**src/rtl/qptq_pkg.sv**
```systemverilog
package qptq_pkg;

  localparam int HANDLE_W = 16;
  localparam int PRIO_W   = 8;

  localparam logic [2:0] OP_INSERT = 3'd0;
  localparam logic [2:0] OP_PURGE  = 3'd1;
  localparam logic [2:0] OP_FLUSH  = 3'd2;
  localparam logic [2:0] OP_MARK   = 3'd3;
  localparam logic [2:0] OP_REMOVE = 3'd4;

  localparam logic [2:0] ST_INSERTED = 3'd0;
  localparam logic [2:0] ST_EVICTED  = 3'd1;
  localparam logic [2:0] ST_REJECTED = 3'd2;
  localparam logic [2:0] ST_PURGED   = 3'd3;
  localparam logic [2:0] ST_NOTFOUND = 3'd4;
  localparam logic [2:0] ST_DONE     = 3'd5;
  localparam logic [2:0] ST_EMPTY    = 3'd6;

  typedef struct packed {
    logic                busy;
    logic                drop;
    logic [PRIO_W-1:0]   prio;
    logic [HANDLE_W-1:0] handle;
  } entry_t;

  typedef struct packed {
    logic [HANDLE_W-1:0] handle;
    logic [PRIO_W-1:0]   prio;
    logic                drop;
  } key_t;

  typedef enum logic [2:0] {
    CMD_NOP,
    CMD_INSERT,
    CMD_REM_PURGE,
    CMD_REM_EVICT,
    CMD_REM_HEAD,
    CMD_FLUSH,
    CMD_MARK
  } cmd_t;

  // toward the tail
  typedef struct packed {
    entry_t              entry;
    logic                valid;
    logic                ins_cond;
    logic                hit_or;
    logic [HANDLE_W-1:0] vic_handle;
  } fwd_t;

  // toward the head
  typedef struct packed {
    entry_t entry;
    logic   valid;
    logic   cand_or;
  } bwd_t;

endpackage

```
**src/rtl/qptq_in_if.sv**
```systemverilog
interface qptq_in_if;
  logic                          valid;
  logic                          ready;
  logic [2:0]                    op;
  logic [qptq_pkg::HANDLE_W-1:0] handle;
  logic [qptq_pkg::PRIO_W-1:0]   priority_req;
  logic                          droppable;

  modport source (output valid, op, handle, priority_req, droppable, input ready);
  modport sink   (input valid, op, handle, priority_req, droppable, output ready);
endinterface

```
**src/rtl/qptq_out_if.sv**
```systemverilog
interface qptq_out_if #(
  parameter int CNT_W = 5
);
  logic                          valid;
  logic                          ready;
  logic [2:0]                    status;
  logic [qptq_pkg::HANDLE_W-1:0] evicted_handle;
  logic [CNT_W-1:0]              entry_count;
  logic                          head_valid;
  logic [qptq_pkg::HANDLE_W-1:0] head_handle;
  logic                          head_busy;

  modport source (output valid, status, evicted_handle, entry_count, head_valid,
                  head_handle, head_busy, input ready);
  modport sink   (input valid, status, evicted_handle, entry_count, head_valid,
                  head_handle, head_busy, output ready);
endinterface

```
**src/rtl/qos_priority_tx_queue.sv**
```systemverilog
// channel  dir  handshake     payload
// in_ch    in   valid/ready   op, handle, priority_req, droppable
// out_ch   out  valid/ready   status, evicted_handle, entry_count, head_valid,
//                             head_handle, head_busy
// One item at a time: accept, one cell update, result load. An insert that
// evicts runs an evict pass, then an insert pass.
// Slot search and shifting run across the cell row in the update cycle.
// rst_n clears all cell valid bits and the fill count at once.
// A result waiting on out_ch does not block the next accept; a finished
// item waits for the output register before its result is loaded.
module qos_priority_tx_queue #(
  parameter int QUEUE_DEPTH = 16,
  parameter int CNT_W = 5
) (
  input logic         clk,
  input logic         rst_n,
  qptq_in_if.sink     in_ch,
  qptq_out_if.source  out_ch
);

  typedef enum logic [1:0] {S_IDLE, S_EXEC, S_INS, S_DONE} state_t;

  state_t                        state_r;
  logic [2:0]                    op_r;
  qptq_pkg::key_t                key_r;
  logic [CNT_W-1:0]              fill_r;
  logic [2:0]                    status_r;
  logic [qptq_pkg::HANDLE_W-1:0] evicted_r;

  logic                          out_valid_r;
  logic [2:0]                    out_status_r;
  logic [qptq_pkg::HANDLE_W-1:0] out_evicted_r;
  logic [CNT_W-1:0]              out_count_r;
  logic                          out_head_valid_r;
  logic [qptq_pkg::HANDLE_W-1:0] out_head_handle_r;
  logic                          out_head_busy_r;

  qptq_pkg::cmd_t cmd;
  qptq_pkg::fwd_t fwd [0:QUEUE_DEPTH];
  qptq_pkg::bwd_t bwd [0:QUEUE_DEPTH];
  logic           full, empty;
  logic           load_out;

  assign fwd[0]           = '0;
  assign bwd[QUEUE_DEPTH] = '0;

  for (genvar i = 0; i < QUEUE_DEPTH; i++) begin : g_cell
    qptq_cell u_cell (
      .clk   (clk),
      .rst_n (rst_n),
      .cmd   (cmd),
      .key   (key_r),
      .fwd_i (fwd[i]),
      .bwd_i (bwd[i+1]),
      .fwd_o (fwd[i+1]),
      .bwd_o (bwd[i])
    );
  end

  assign full     = fill_r == CNT_W'(QUEUE_DEPTH);
  assign empty    = fill_r == '0;
  assign load_out = (state_r == S_DONE) && (!out_valid_r || out_ch.ready);

  always_comb begin
    cmd = qptq_pkg::CMD_NOP;
    if (state_r == S_INS) begin
      cmd = qptq_pkg::CMD_INSERT;
    end else if (state_r == S_EXEC) begin
      case (op_r)
        qptq_pkg::OP_INSERT: begin
          if (!full) begin
            cmd = qptq_pkg::CMD_INSERT;
          end else if (bwd[0].cand_or) begin
            cmd = qptq_pkg::CMD_REM_EVICT;
          end
        end
        qptq_pkg::OP_PURGE: begin
          if (fwd[QUEUE_DEPTH].hit_or) begin
            cmd = qptq_pkg::CMD_REM_PURGE;
          end
        end
        qptq_pkg::OP_FLUSH: cmd = qptq_pkg::CMD_FLUSH;
        qptq_pkg::OP_MARK: begin
          if (!empty) begin
            cmd = qptq_pkg::CMD_MARK;
          end
        end
        qptq_pkg::OP_REMOVE: begin
          if (!empty) begin
            cmd = qptq_pkg::CMD_REM_HEAD;
          end
        end
        default: cmd = qptq_pkg::CMD_NOP;
      endcase
    end
  end

  always_ff @(posedge clk) begin
    if (!rst_n) begin
      state_r     <= S_IDLE;
      fill_r      <= '0;
      out_valid_r <= 1'b0;
    end else begin
      if (load_out) begin
        out_valid_r <= 1'b1;
      end else if (out_valid_r && out_ch.ready) begin
        out_valid_r <= 1'b0;
      end
      case (state_r)
        S_IDLE: begin
          if (in_ch.valid) begin
            op_r         <= in_ch.op;
            key_r.handle <= in_ch.handle;
            key_r.prio   <= in_ch.priority_req;
            key_r.drop   <= in_ch.droppable;
            state_r      <= S_EXEC;
          end
        end
        S_EXEC: begin
          evicted_r <= '0;
          status_r  <= qptq_pkg::ST_DONE;
          state_r   <= S_DONE;
          case (op_r)
            qptq_pkg::OP_INSERT: begin
              if (!full) begin
                status_r <= qptq_pkg::ST_INSERTED;
                fill_r   <= fill_r + CNT_W'(1);
              end else if (bwd[0].cand_or) begin
                status_r  <= qptq_pkg::ST_EVICTED;
                evicted_r <= fwd[QUEUE_DEPTH].vic_handle;
                state_r   <= S_INS;
              end else begin
                status_r <= qptq_pkg::ST_REJECTED;
              end
            end
            qptq_pkg::OP_PURGE: begin
              if (fwd[QUEUE_DEPTH].hit_or) begin
                status_r <= qptq_pkg::ST_PURGED;
                fill_r   <= fill_r - CNT_W'(1);
              end else begin
                status_r <= qptq_pkg::ST_NOTFOUND;
              end
            end
            qptq_pkg::OP_FLUSH: fill_r <= '0;
            qptq_pkg::OP_MARK: begin
              if (empty) begin
                status_r <= qptq_pkg::ST_EMPTY;
              end
            end
            qptq_pkg::OP_REMOVE: begin
              if (empty) begin
                status_r <= qptq_pkg::ST_EMPTY;
              end else begin
                fill_r <= fill_r - CNT_W'(1);
              end
            end
            default: status_r <= qptq_pkg::ST_DONE;
          endcase
        end
        // eviction pass left the count unchanged net of this insert
        S_INS: begin
          state_r <= S_DONE;
        end
        S_DONE: begin
          if (load_out) begin
            out_status_r      <= status_r;
            out_evicted_r     <= evicted_r;
            out_count_r       <= fill_r;
            out_head_valid_r  <= bwd[0].valid;
            out_head_handle_r <= bwd[0].valid ? bwd[0].entry.handle : '0;
            out_head_busy_r   <= bwd[0].valid & bwd[0].entry.busy;
            state_r           <= S_IDLE;
          end
        end
        default: state_r <= S_IDLE;
      endcase
    end
  end

  assign in_ch.ready           = state_r == S_IDLE;
  assign out_ch.valid          = out_valid_r;
  assign out_ch.status         = out_status_r;
  assign out_ch.evicted_handle = out_evicted_r;
  assign out_ch.entry_count    = out_count_r;
  assign out_ch.head_valid     = out_head_valid_r;
  assign out_ch.head_handle    = out_head_handle_r;
  assign out_ch.head_busy      = out_head_busy_r;

endmodule

```
**src/rtl/qptq_cell.sv**
```systemverilog
module qptq_cell (
  input  logic              clk,
  input  logic              rst_n,
  input  qptq_pkg::cmd_t    cmd,
  input  qptq_pkg::key_t    key,
  input  qptq_pkg::fwd_t    fwd_i,
  input  qptq_pkg::bwd_t    bwd_i,
  output qptq_pkg::fwd_t    fwd_o,
  output qptq_pkg::bwd_t    bwd_o
);

  qptq_pkg::entry_t entry_r, entry_nxt;
  logic             valid_r, valid_nxt;
  qptq_pkg::entry_t new_entry;
  logic             lower, cond, match, cand, victim;

  always_comb begin
    lower  = entry_r.prio < key.prio;
    cond   = !valid_r || (lower && !entry_r.busy);
    match  = valid_r && (entry_r.handle == key.handle);
    cand   = valid_r && entry_r.drop && !entry_r.busy && lower;
    victim = cand && !bwd_i.cand_or;

    new_entry.busy   = 1'b0;
    new_entry.drop   = key.drop;
    new_entry.prio   = key.prio;
    new_entry.handle = key.handle;

    fwd_o.entry      = entry_r;
    fwd_o.valid      = valid_r;
    fwd_o.ins_cond   = cond;
    fwd_o.hit_or     = fwd_i.hit_or | match;
    fwd_o.vic_handle = fwd_i.vic_handle | (victim ? entry_r.handle : '0);

    bwd_o.entry   = entry_r;
    bwd_o.valid   = valid_r;
    bwd_o.cand_or = cand | bwd_i.cand_or;
  end

  always_comb begin
    entry_nxt = entry_r;
    valid_nxt = valid_r;
    case (cmd)
      qptq_pkg::CMD_INSERT: begin
        if (fwd_i.ins_cond) begin
          entry_nxt = fwd_i.entry;
          valid_nxt = fwd_i.valid;
        end else if (cond) begin
          entry_nxt = new_entry;
          valid_nxt = 1'b1;
        end
      end
      qptq_pkg::CMD_REM_PURGE: begin
        if (fwd_i.hit_or | match) begin
          entry_nxt = bwd_i.entry;
          valid_nxt = bwd_i.valid;
        end
      end
      qptq_pkg::CMD_REM_EVICT: begin
        if (!bwd_i.cand_or) begin
          entry_nxt = bwd_i.entry;
          valid_nxt = bwd_i.valid;
        end
      end
      qptq_pkg::CMD_REM_HEAD: begin
        entry_nxt = bwd_i.entry;
        valid_nxt = bwd_i.valid;
      end
      qptq_pkg::CMD_FLUSH: begin
        valid_nxt = 1'b0;
      end
      qptq_pkg::CMD_MARK: begin
        if (valid_r && !fwd_i.valid) begin
          entry_nxt.busy = 1'b1;
        end
      end
      default: begin
      end
    endcase
  end

  always_ff @(posedge clk) begin
    entry_r <= entry_nxt;
    if (!rst_n) begin
      valid_r <= 1'b0;
    end else begin
      valid_r <= valid_nxt;
    end
  end

endmodule

```
**src/flat_wrapper.sv**
```systemverilog
// flat-port wrapper written by rule: the top's interface ports become plain ports
module qos_priority_tx_queue_flat 
#(
  parameter int QUEUE_DEPTH = 16,
  parameter int CNT_W = 5
)
  (clk, rst_n, in_ch_valid, in_ch_op, in_ch_handle, in_ch_priority_req, in_ch_droppable, in_ch_ready, out_ch_valid, out_ch_status, out_ch_evicted_handle, out_ch_entry_count, out_ch_head_valid, out_ch_head_handle, out_ch_head_busy, out_ch_ready);
  qptq_in_if in_ch_i ();
  qptq_out_if #(.CNT_W(CNT_W)) out_ch_i ();
  input logic clk;
  input logic rst_n;
  input wire logic [$bits(in_ch_i.valid)-1:0] in_ch_valid;
  input wire logic [$bits(in_ch_i.op)-1:0] in_ch_op;
  input wire logic [$bits(in_ch_i.handle)-1:0] in_ch_handle;
  input wire logic [$bits(in_ch_i.priority_req)-1:0] in_ch_priority_req;
  input wire logic [$bits(in_ch_i.droppable)-1:0] in_ch_droppable;
  output wire logic [$bits(in_ch_i.ready)-1:0] in_ch_ready;
  output wire logic [$bits(out_ch_i.valid)-1:0] out_ch_valid;
  output wire logic [$bits(out_ch_i.status)-1:0] out_ch_status;
  output wire logic [$bits(out_ch_i.evicted_handle)-1:0] out_ch_evicted_handle;
  output wire logic [$bits(out_ch_i.entry_count)-1:0] out_ch_entry_count;
  output wire logic [$bits(out_ch_i.head_valid)-1:0] out_ch_head_valid;
  output wire logic [$bits(out_ch_i.head_handle)-1:0] out_ch_head_handle;
  output wire logic [$bits(out_ch_i.head_busy)-1:0] out_ch_head_busy;
  input wire logic [$bits(out_ch_i.ready)-1:0] out_ch_ready;
  assign in_ch_i.valid = in_ch_valid;
  assign in_ch_i.op = in_ch_op;
  assign in_ch_i.handle = in_ch_handle;
  assign in_ch_i.priority_req = in_ch_priority_req;
  assign in_ch_i.droppable = in_ch_droppable;
  assign in_ch_ready = in_ch_i.ready;
  assign out_ch_valid = out_ch_i.valid;
  assign out_ch_status = out_ch_i.status;
  assign out_ch_evicted_handle = out_ch_i.evicted_handle;
  assign out_ch_entry_count = out_ch_i.entry_count;
  assign out_ch_head_valid = out_ch_i.head_valid;
  assign out_ch_head_handle = out_ch_i.head_handle;
  assign out_ch_head_busy = out_ch_i.head_busy;
  assign out_ch_i.ready = out_ch_ready;
  qos_priority_tx_queue #(.QUEUE_DEPTH(QUEUE_DEPTH), .CNT_W(CNT_W)) u_core (.clk(clk), .rst_n(rst_n), .in_ch(in_ch_i), .out_ch(out_ch_i));
endmodule
```
**config.mk**
```make
export PLATFORM = sky130hd
export DESIGN_NAME = qos_priority_tx_queue_flat
export DESIGN_NICKNAME = d
export VERILOG_FILES = /design/src/rtl/qptq_pkg.sv /design/src/rtl/qptq_in_if.sv /design/src/rtl/qptq_out_if.sv /design/src/rtl/qos_priority_tx_queue.sv /design/src/rtl/qptq_cell.sv /design/src/flat_wrapper.sv
export SDC_FILE = /design/constraint.sdc
export NUM_CORES = 2
export LEC_CHECK = 0
export BUFFER_PORTS_ARGS = -buffer_cell sky130_fd_sc_hd__buf_2
export CORE_AREA = 8 8 249 251
export CTS_CLUSTER_SIZE = 14
export DETAILED_ROUTE_END_ITERATION = 6
export DIE_AREA = 0 0 257 259
export GPL_ROUTABILITY_DRIVEN = 0
export HOLD_SLACK_MARGIN = 0.05
export PLACE_DENSITY = 0.79
export SYNTH_ARGS = -nofsm -noshare
export SYNTH_HDL_FRONTEND = slang
export SYNTH_SLANG_ARGS = --single-unit
```
**constraint.sdc**
```tcl
create_clock -name clk -period 5.5 [get_ports clk]
set_clock_uncertainty 0.05 [all_clocks]
set_input_delay 0 -clock clk [delete_from_list [all_inputs] [get_ports clk]]
set_output_delay 0 -clock clk [all_outputs]
set_load 0.02 [all_outputs]
```
==> qor_table.md <==
| Metric | This run |
| --- | --- |
| Number of cell rows | 89 |
| Worst setup EP type | flip-flop |
| Start point of the critical path | u_core.key_r[3] |
| Largest stage delay, worst path | 0.68 ns |
| DR DRC count | 13 |
| Die ar. | 66600 sq um |
| Category of the worst setup path launch point | flip-flop |
| Status | complete, but fails checks |
| Cell chosen for the clock root | sky130_fd_sc_hd__clkbuf_16 |
| WL/cell | 21.7 um |
| Cell count after placement | 4011 |
| Worst EP arrival | 5.49 ns |
| Ranking of synthesized cells by area | sky130_fd_sc_hd__edfxtp_1 (46%), sky130_fd_sc_hd__mux2i_1 (9.5%), sky130_fd_sc_hd__o21ai_0 (6.3%), sky130_fd_sc_hd__nand2_1 (6.0%), sky130_fd_sc_hd__xor2_1 (5.5%) |
| Final-stage net count | 3505 |
| Launching point of the worst reg2reg path | u_core.key_r[3] |
| Crit-path max FO | 152 |
| Width of the die | 257 um |
| Count of TritonRoute iterations in the first routing pass | 7 |
| Setup-violating endpoint count in the final report | 0 |
| Total power per unit cell area | 483 nW/um^2 |
| # Max-Cap Violations | 0 |
| Number of failing hold endpoints at the final stage | 0 |
| Post-CTS setup buffers | 0 |
| Cell type of the slowest stage on the worst timing path | sky130_fd_sc_hd__buf_4 |
| Vias | 25967 |
| Vias per cell | 6.22 |
| Timing-limited maximum frequency | 0.192 GHz |
| TritonCTS clock tree | done |
| Via count of the first global-routing pass | 24610 |
| Number of antenna cells inserted | 0 |
| Starting Density | 0.572 |
| CTS Buffer Depth | 3 |
| Async set-or-reset flop fraction in the synthesized netlist | 0 |
| Largest net degree at the start of global routing | 172 |
| Utilization after layout | 0.633 |
| Global-route total usage across every layer | 0.261 |
| Max transition margin | 0.162 |
| Top-level port count | 76 |
| Worst min-delay path class | in -> reg |
| Reg2Reg Capture Point | u_core.g_cell[8].u_cell.bwd_o[9] |
| Clock latency on the worst-skew pair | 0.65 ns |
| Clock sinks | 529 |
| Final clock period utilization by the worst path | 0.945 |
| Number of flip-flops and latches in the synthesized netlist | 529 |
| Share of post-route cells with drive strength above 1 | 0.101 |
| Post-route ant nets | 0 |
| Clock-pin slew on the worst setup and hold paths | 0.06 ns |
| Mean area per synthesized cell | 10.1 sq um |
| Number of levels in the clock H-tree | 2 |
| Number of antenna violations at the first check in global routing | 0 |
| Min Tclk post-route | 5.20 ns |
| Post-detail-place hpwl | 65.8 mm |
| Area growth syn-to-layout | 10.6% |
| Cell Chain, Critical Path | clkinv_1 -> ha_1 -> o21a_1 -> o211ai_1 -> a21oi_1 -> nor4_1 -> o211ai_1 -> and3_1 -> a31oi_2 -> o31a_2 -> buf_12 -> buf_4 -> o21ai_0 |
| Post-synthesis cell type with the largest combined area | sky130_fd_sc_hd__edfxtp_1 |
| Synth unique cells | 77 |
| Number of enable flip-flop cells after synthesis | 505 |
| Worst supply voltage drop on vdd | 315 uV |
| Crit-path most repeated cell | sky130_fd_sc_hd__o211ai_1 |
| Remaining global-route overflow | 0 |
| Port bufs | 75 |
| Worst r2r path cells | 13 |
| Core Footprint | 58200 sq um |
| Wire length of the first global-routing pass | 141 mm |
| Count of non-filler cells in the finished layout | 4174 |
| Final-report max-slew violation count | 0 |
| Initial DRC Count | 3472 |
| Data required, critical path | 5.79 ns |
| Sequential fraction of the synthesis area | 0.469 |
| Net count of the mapped netlist | 3461 |
| Fraction of post-synthesis cell area in the top cell type by area | 0.455 |
| Warnings, synthesis | 0 |
| Actual slew at the worst max-slew pin | 1.25 ns |
| Chip Height | 259 um |
| Number of cells produced by synthesis | 3309 |
| Cts bufs inserted | 57 |
| Predominant post-synthesis flop cell | sky130_fd_sc_hd__edfxtp_1 |
| Leakage power summed over all cells | 13.4 nW |
| Unrepaired setup endpoints after global routing | yes |
| Mapped cell area | 33300 sq um |
| Violated checks | DRC |
| Reg2reg setup slack | 0.30 ns |
| Kind of critical path | reg -> reg |
| Endpoint of the most critical setup path | u_core.g_cell[8].u_cell.bwd_o[9] |
| Final WL | 90.7 mm |
critical path, delay by kind of cell (launching register included):
| kind | cells | cell delay, ns |
|---|---|---|
| compound gates | 7 | 1.49 |
| simple gates | 2 | 0.86 |
| buf+inv | 3 | 1.58 |
| flops | 1 | 0.35 |
| fa+ha+maj | 1 | 0.46 |
synth_stat cells, types with 7 or more instances:
library cell / n
sky130_fd_sc_hd__mux2_2: 20
sky130_fd_sc_hd__nor4_1: 50
sky130_fd_sc_hd__a221oi_1: 16
sky130_fd_sc_hd__nand2_1: 531
sky130_fd_sc_hd__a21o_1: 8
sky130_fd_sc_hd__inv_1: 43
sky130_fd_sc_hd__mux2i_1: 315
sky130_fd_sc_hd__o21a_1: 24
sky130_fd_sc_hd__a22oi_1: 49
sky130_fd_sc_hd__nand4_1: 42
sky130_fd_sc_hd__nand3_1: 34
sky130_fd_sc_hd__xnor2_1: 51
sky130_fd_sc_hd__a21oi_1: 155
sky130_fd_sc_hd__buf_2: 80
sky130_fd_sc_hd__o211ai_1: 14
sky130_fd_sc_hd__nor2_1: 127
sky130_fd_sc_hd__and2_1: 27
sky130_fd_sc_hd__ha_1: 119
sky130_fd_sc_hd__or3_1: 10
sky130_fd_sc_hd__nor3_1: 44
sky130_fd_sc_hd__nor2b_1: 13
sky130_fd_sc_hd__dfxtp_1: 24
sky130_fd_sc_hd__a211oi_1: 10
sky130_fd_sc_hd__xor2_1: 209
sky130_fd_sc_hd__and3_1: 7
sky130_fd_sc_hd__a222oi_1: 16
sky130_fd_sc_hd__buf_4: 23
sky130_fd_sc_hd__a221o_1: 17
sky130_fd_sc_hd__o21ai_0: 421
sky130_fd_sc_hd__nand2b_1: 11
sky130_fd_sc_hd__clkinv_1: 7
sky130_fd_sc_hd__a22o_1: 15
sky130_fd_sc_hd__clkbuf_1: 148
sky130_fd_sc_hd__o311a_1: 13
sky130_fd_sc_hd__edfxtp_1: 505
sky130_fd_sc_hd__a211o_1: 7
sky130_fd_sc_hd__buf_6: 8
flip-flops by register name, summed over array words and instances, names as in the netlist, 5 cells and up:
| register | flops |
|---|---|
| u_core.g_cell.u_cell.bwd_o | 416 |
| u_core.out_ch.evicted_handle | 16 |
| u_core.out_ch.head_handle | 16 |
| u_core.g_cell.u_cell.valid_r | 16 |
| u_core.key_r | 25 |
| u_core.evicted_r | 16 |
| u_core.fill_r | 5 |
| u_core.out_ch.entry_count | 5 |
kinds of logic after synthesis:
| kind of cell | Yosys count | share of synthesized area |
|---|---|---|
| AO/OA/AOI/OAI | 819 | 0.148 |
| XOR/XNOR | 260 | 0.0683 |
| adder cells (fa/ha/maj) | 120 | 0.0453 |
| buffers and inverters | 317 | 0.0431 |
| flip-flops | 529 | 0.469 |
| multiplexers | 341 | 0.103 |
| AND/OR/NAND/NOR | 923 | 0.123 |
worst min path at each step:
stage | start | end | slack (ns) | cells after the start
floorplan | in_ch_droppable | u_core.key_r[0] | 0.05 | 0
global placement | in_ch_handle[3] | u_core.key_r[12] | 0.13 | 1
detailed placement | in_ch_handle[3] | u_core.key_r[12] | 0.13 | 1
CTS | in_ch_handle[2] | u_core.key_r[11] | 0.06 | 2
global route | in_ch_priority_req[1] | u_core.key_r[2] | 0.08 | 2
finish | in_ch_priority_req[1] | u_core.key_r[2] | 0.06 | 2
power breakdown:
| part | switching (mW) | leakage [nW] | internal, mW |
|---|---|---|---|
| clock | 1.67 | 0.871 | 2.08 |
| combinational | 3.76 | 7.66 | 2.40 |
| sequential | 1.44 | 4.86 | 6.44 |
what timing repair did:
action	in CTS	in global routing
hold buffers	56	0
setup endpoints to repair	0	16
hold endpoints to repair	44	0
gates resized for setup	0	1
layer usage:
layer | GRT usage | wire length (um)
met5 | 0 | 0
met3 | 0.0393 | 7670
met2 | 0.425 | 42400
met1 | 0.357 | 37500
met4 | 0.0880 | 3150
placed cells by master, fill, tap and decap left out, types with 15 or more instances in the layout:
| cell type | n |
|---|---|
| sky130_fd_sc_hd__a221o_1 | 17 |
| sky130_fd_sc_hd__a22o_1 | 15 |
| sky130_fd_sc_hd__inv_1 | 43 |
| sky130_fd_sc_hd__buf_2 | 75 |
| sky130_fd_sc_hd__nand3_1 | 34 |
| sky130_fd_sc_hd__nor4_1 | 50 |
| sky130_fd_sc_hd__a221oi_1 | 16 |
| sky130_fd_sc_hd__dfxtp_1 | 24 |
| sky130_fd_sc_hd__clkbuf_16 | 57 |
| sky130_fd_sc_hd__a21oi_1 | 154 |
| sky130_fd_sc_hd__o21a_1 | 24 |
| sky130_fd_sc_hd__mux2_2 | 20 |
| sky130_fd_sc_hd__xor2_1 | 209 |
| sky130_fd_sc_hd__ha_1 | 119 |
| sky130_fd_sc_hd__o21ai_0 | 421 |
| sky130_fd_sc_hd__a222oi_1 | 16 |
| sky130_fd_sc_hd__nand2_1 | 531 |
| sky130_fd_sc_hd__nand4_1 | 42 |
| sky130_fd_sc_hd__edfxtp_1 | 505 |
| sky130_fd_sc_hd__and2_1 | 27 |
| sky130_fd_sc_hd__buf_4 | 114 |
| sky130_fd_sc_hd__clkinv_1 | 19 |
| sky130_fd_sc_hd__a22oi_1 | 49 |
| sky130_fd_sc_hd__nor3_1 | 43 |
| sky130_fd_sc_hd__xnor2_1 | 51 |
| sky130_fd_sc_hd__nor2_1 | 110 |
| sky130_fd_sc_hd__mux2i_1 | 315 |
| sky130_fd_sc_hd__dlygate4sd3_1 | 56 |
area by class of cell:
class                   instances  area (sq um)
fillers                      4510         21400
multi-input cells            2463         16400
flip-flops and latches        529         15600
repair buffers                251          1910
clock buffers                  73          1510
well taps                     773           967
clock inverters                34           268
inverters                      51           191
stage by stage:
step	setup WS [ns]	total power, mW	area [sq um]	TNS (ns)	hold slack [ns]
2_1_floorplan	0.155	11.8	33300	0	0.0489
3_3_place_gp	0.405	13.7	34500	0	0.126
3_5_place_dp	0.329	13.9	34500	0	0.129
4_1_cts	0.309	17.7	36900	0	0.0578
5_1_grt	-0.0258	18.6	36900	-0.0854	0.0813
6_report	0.300	17.8	36900	0	0.0634
Power figures use the tool's default switching activity.
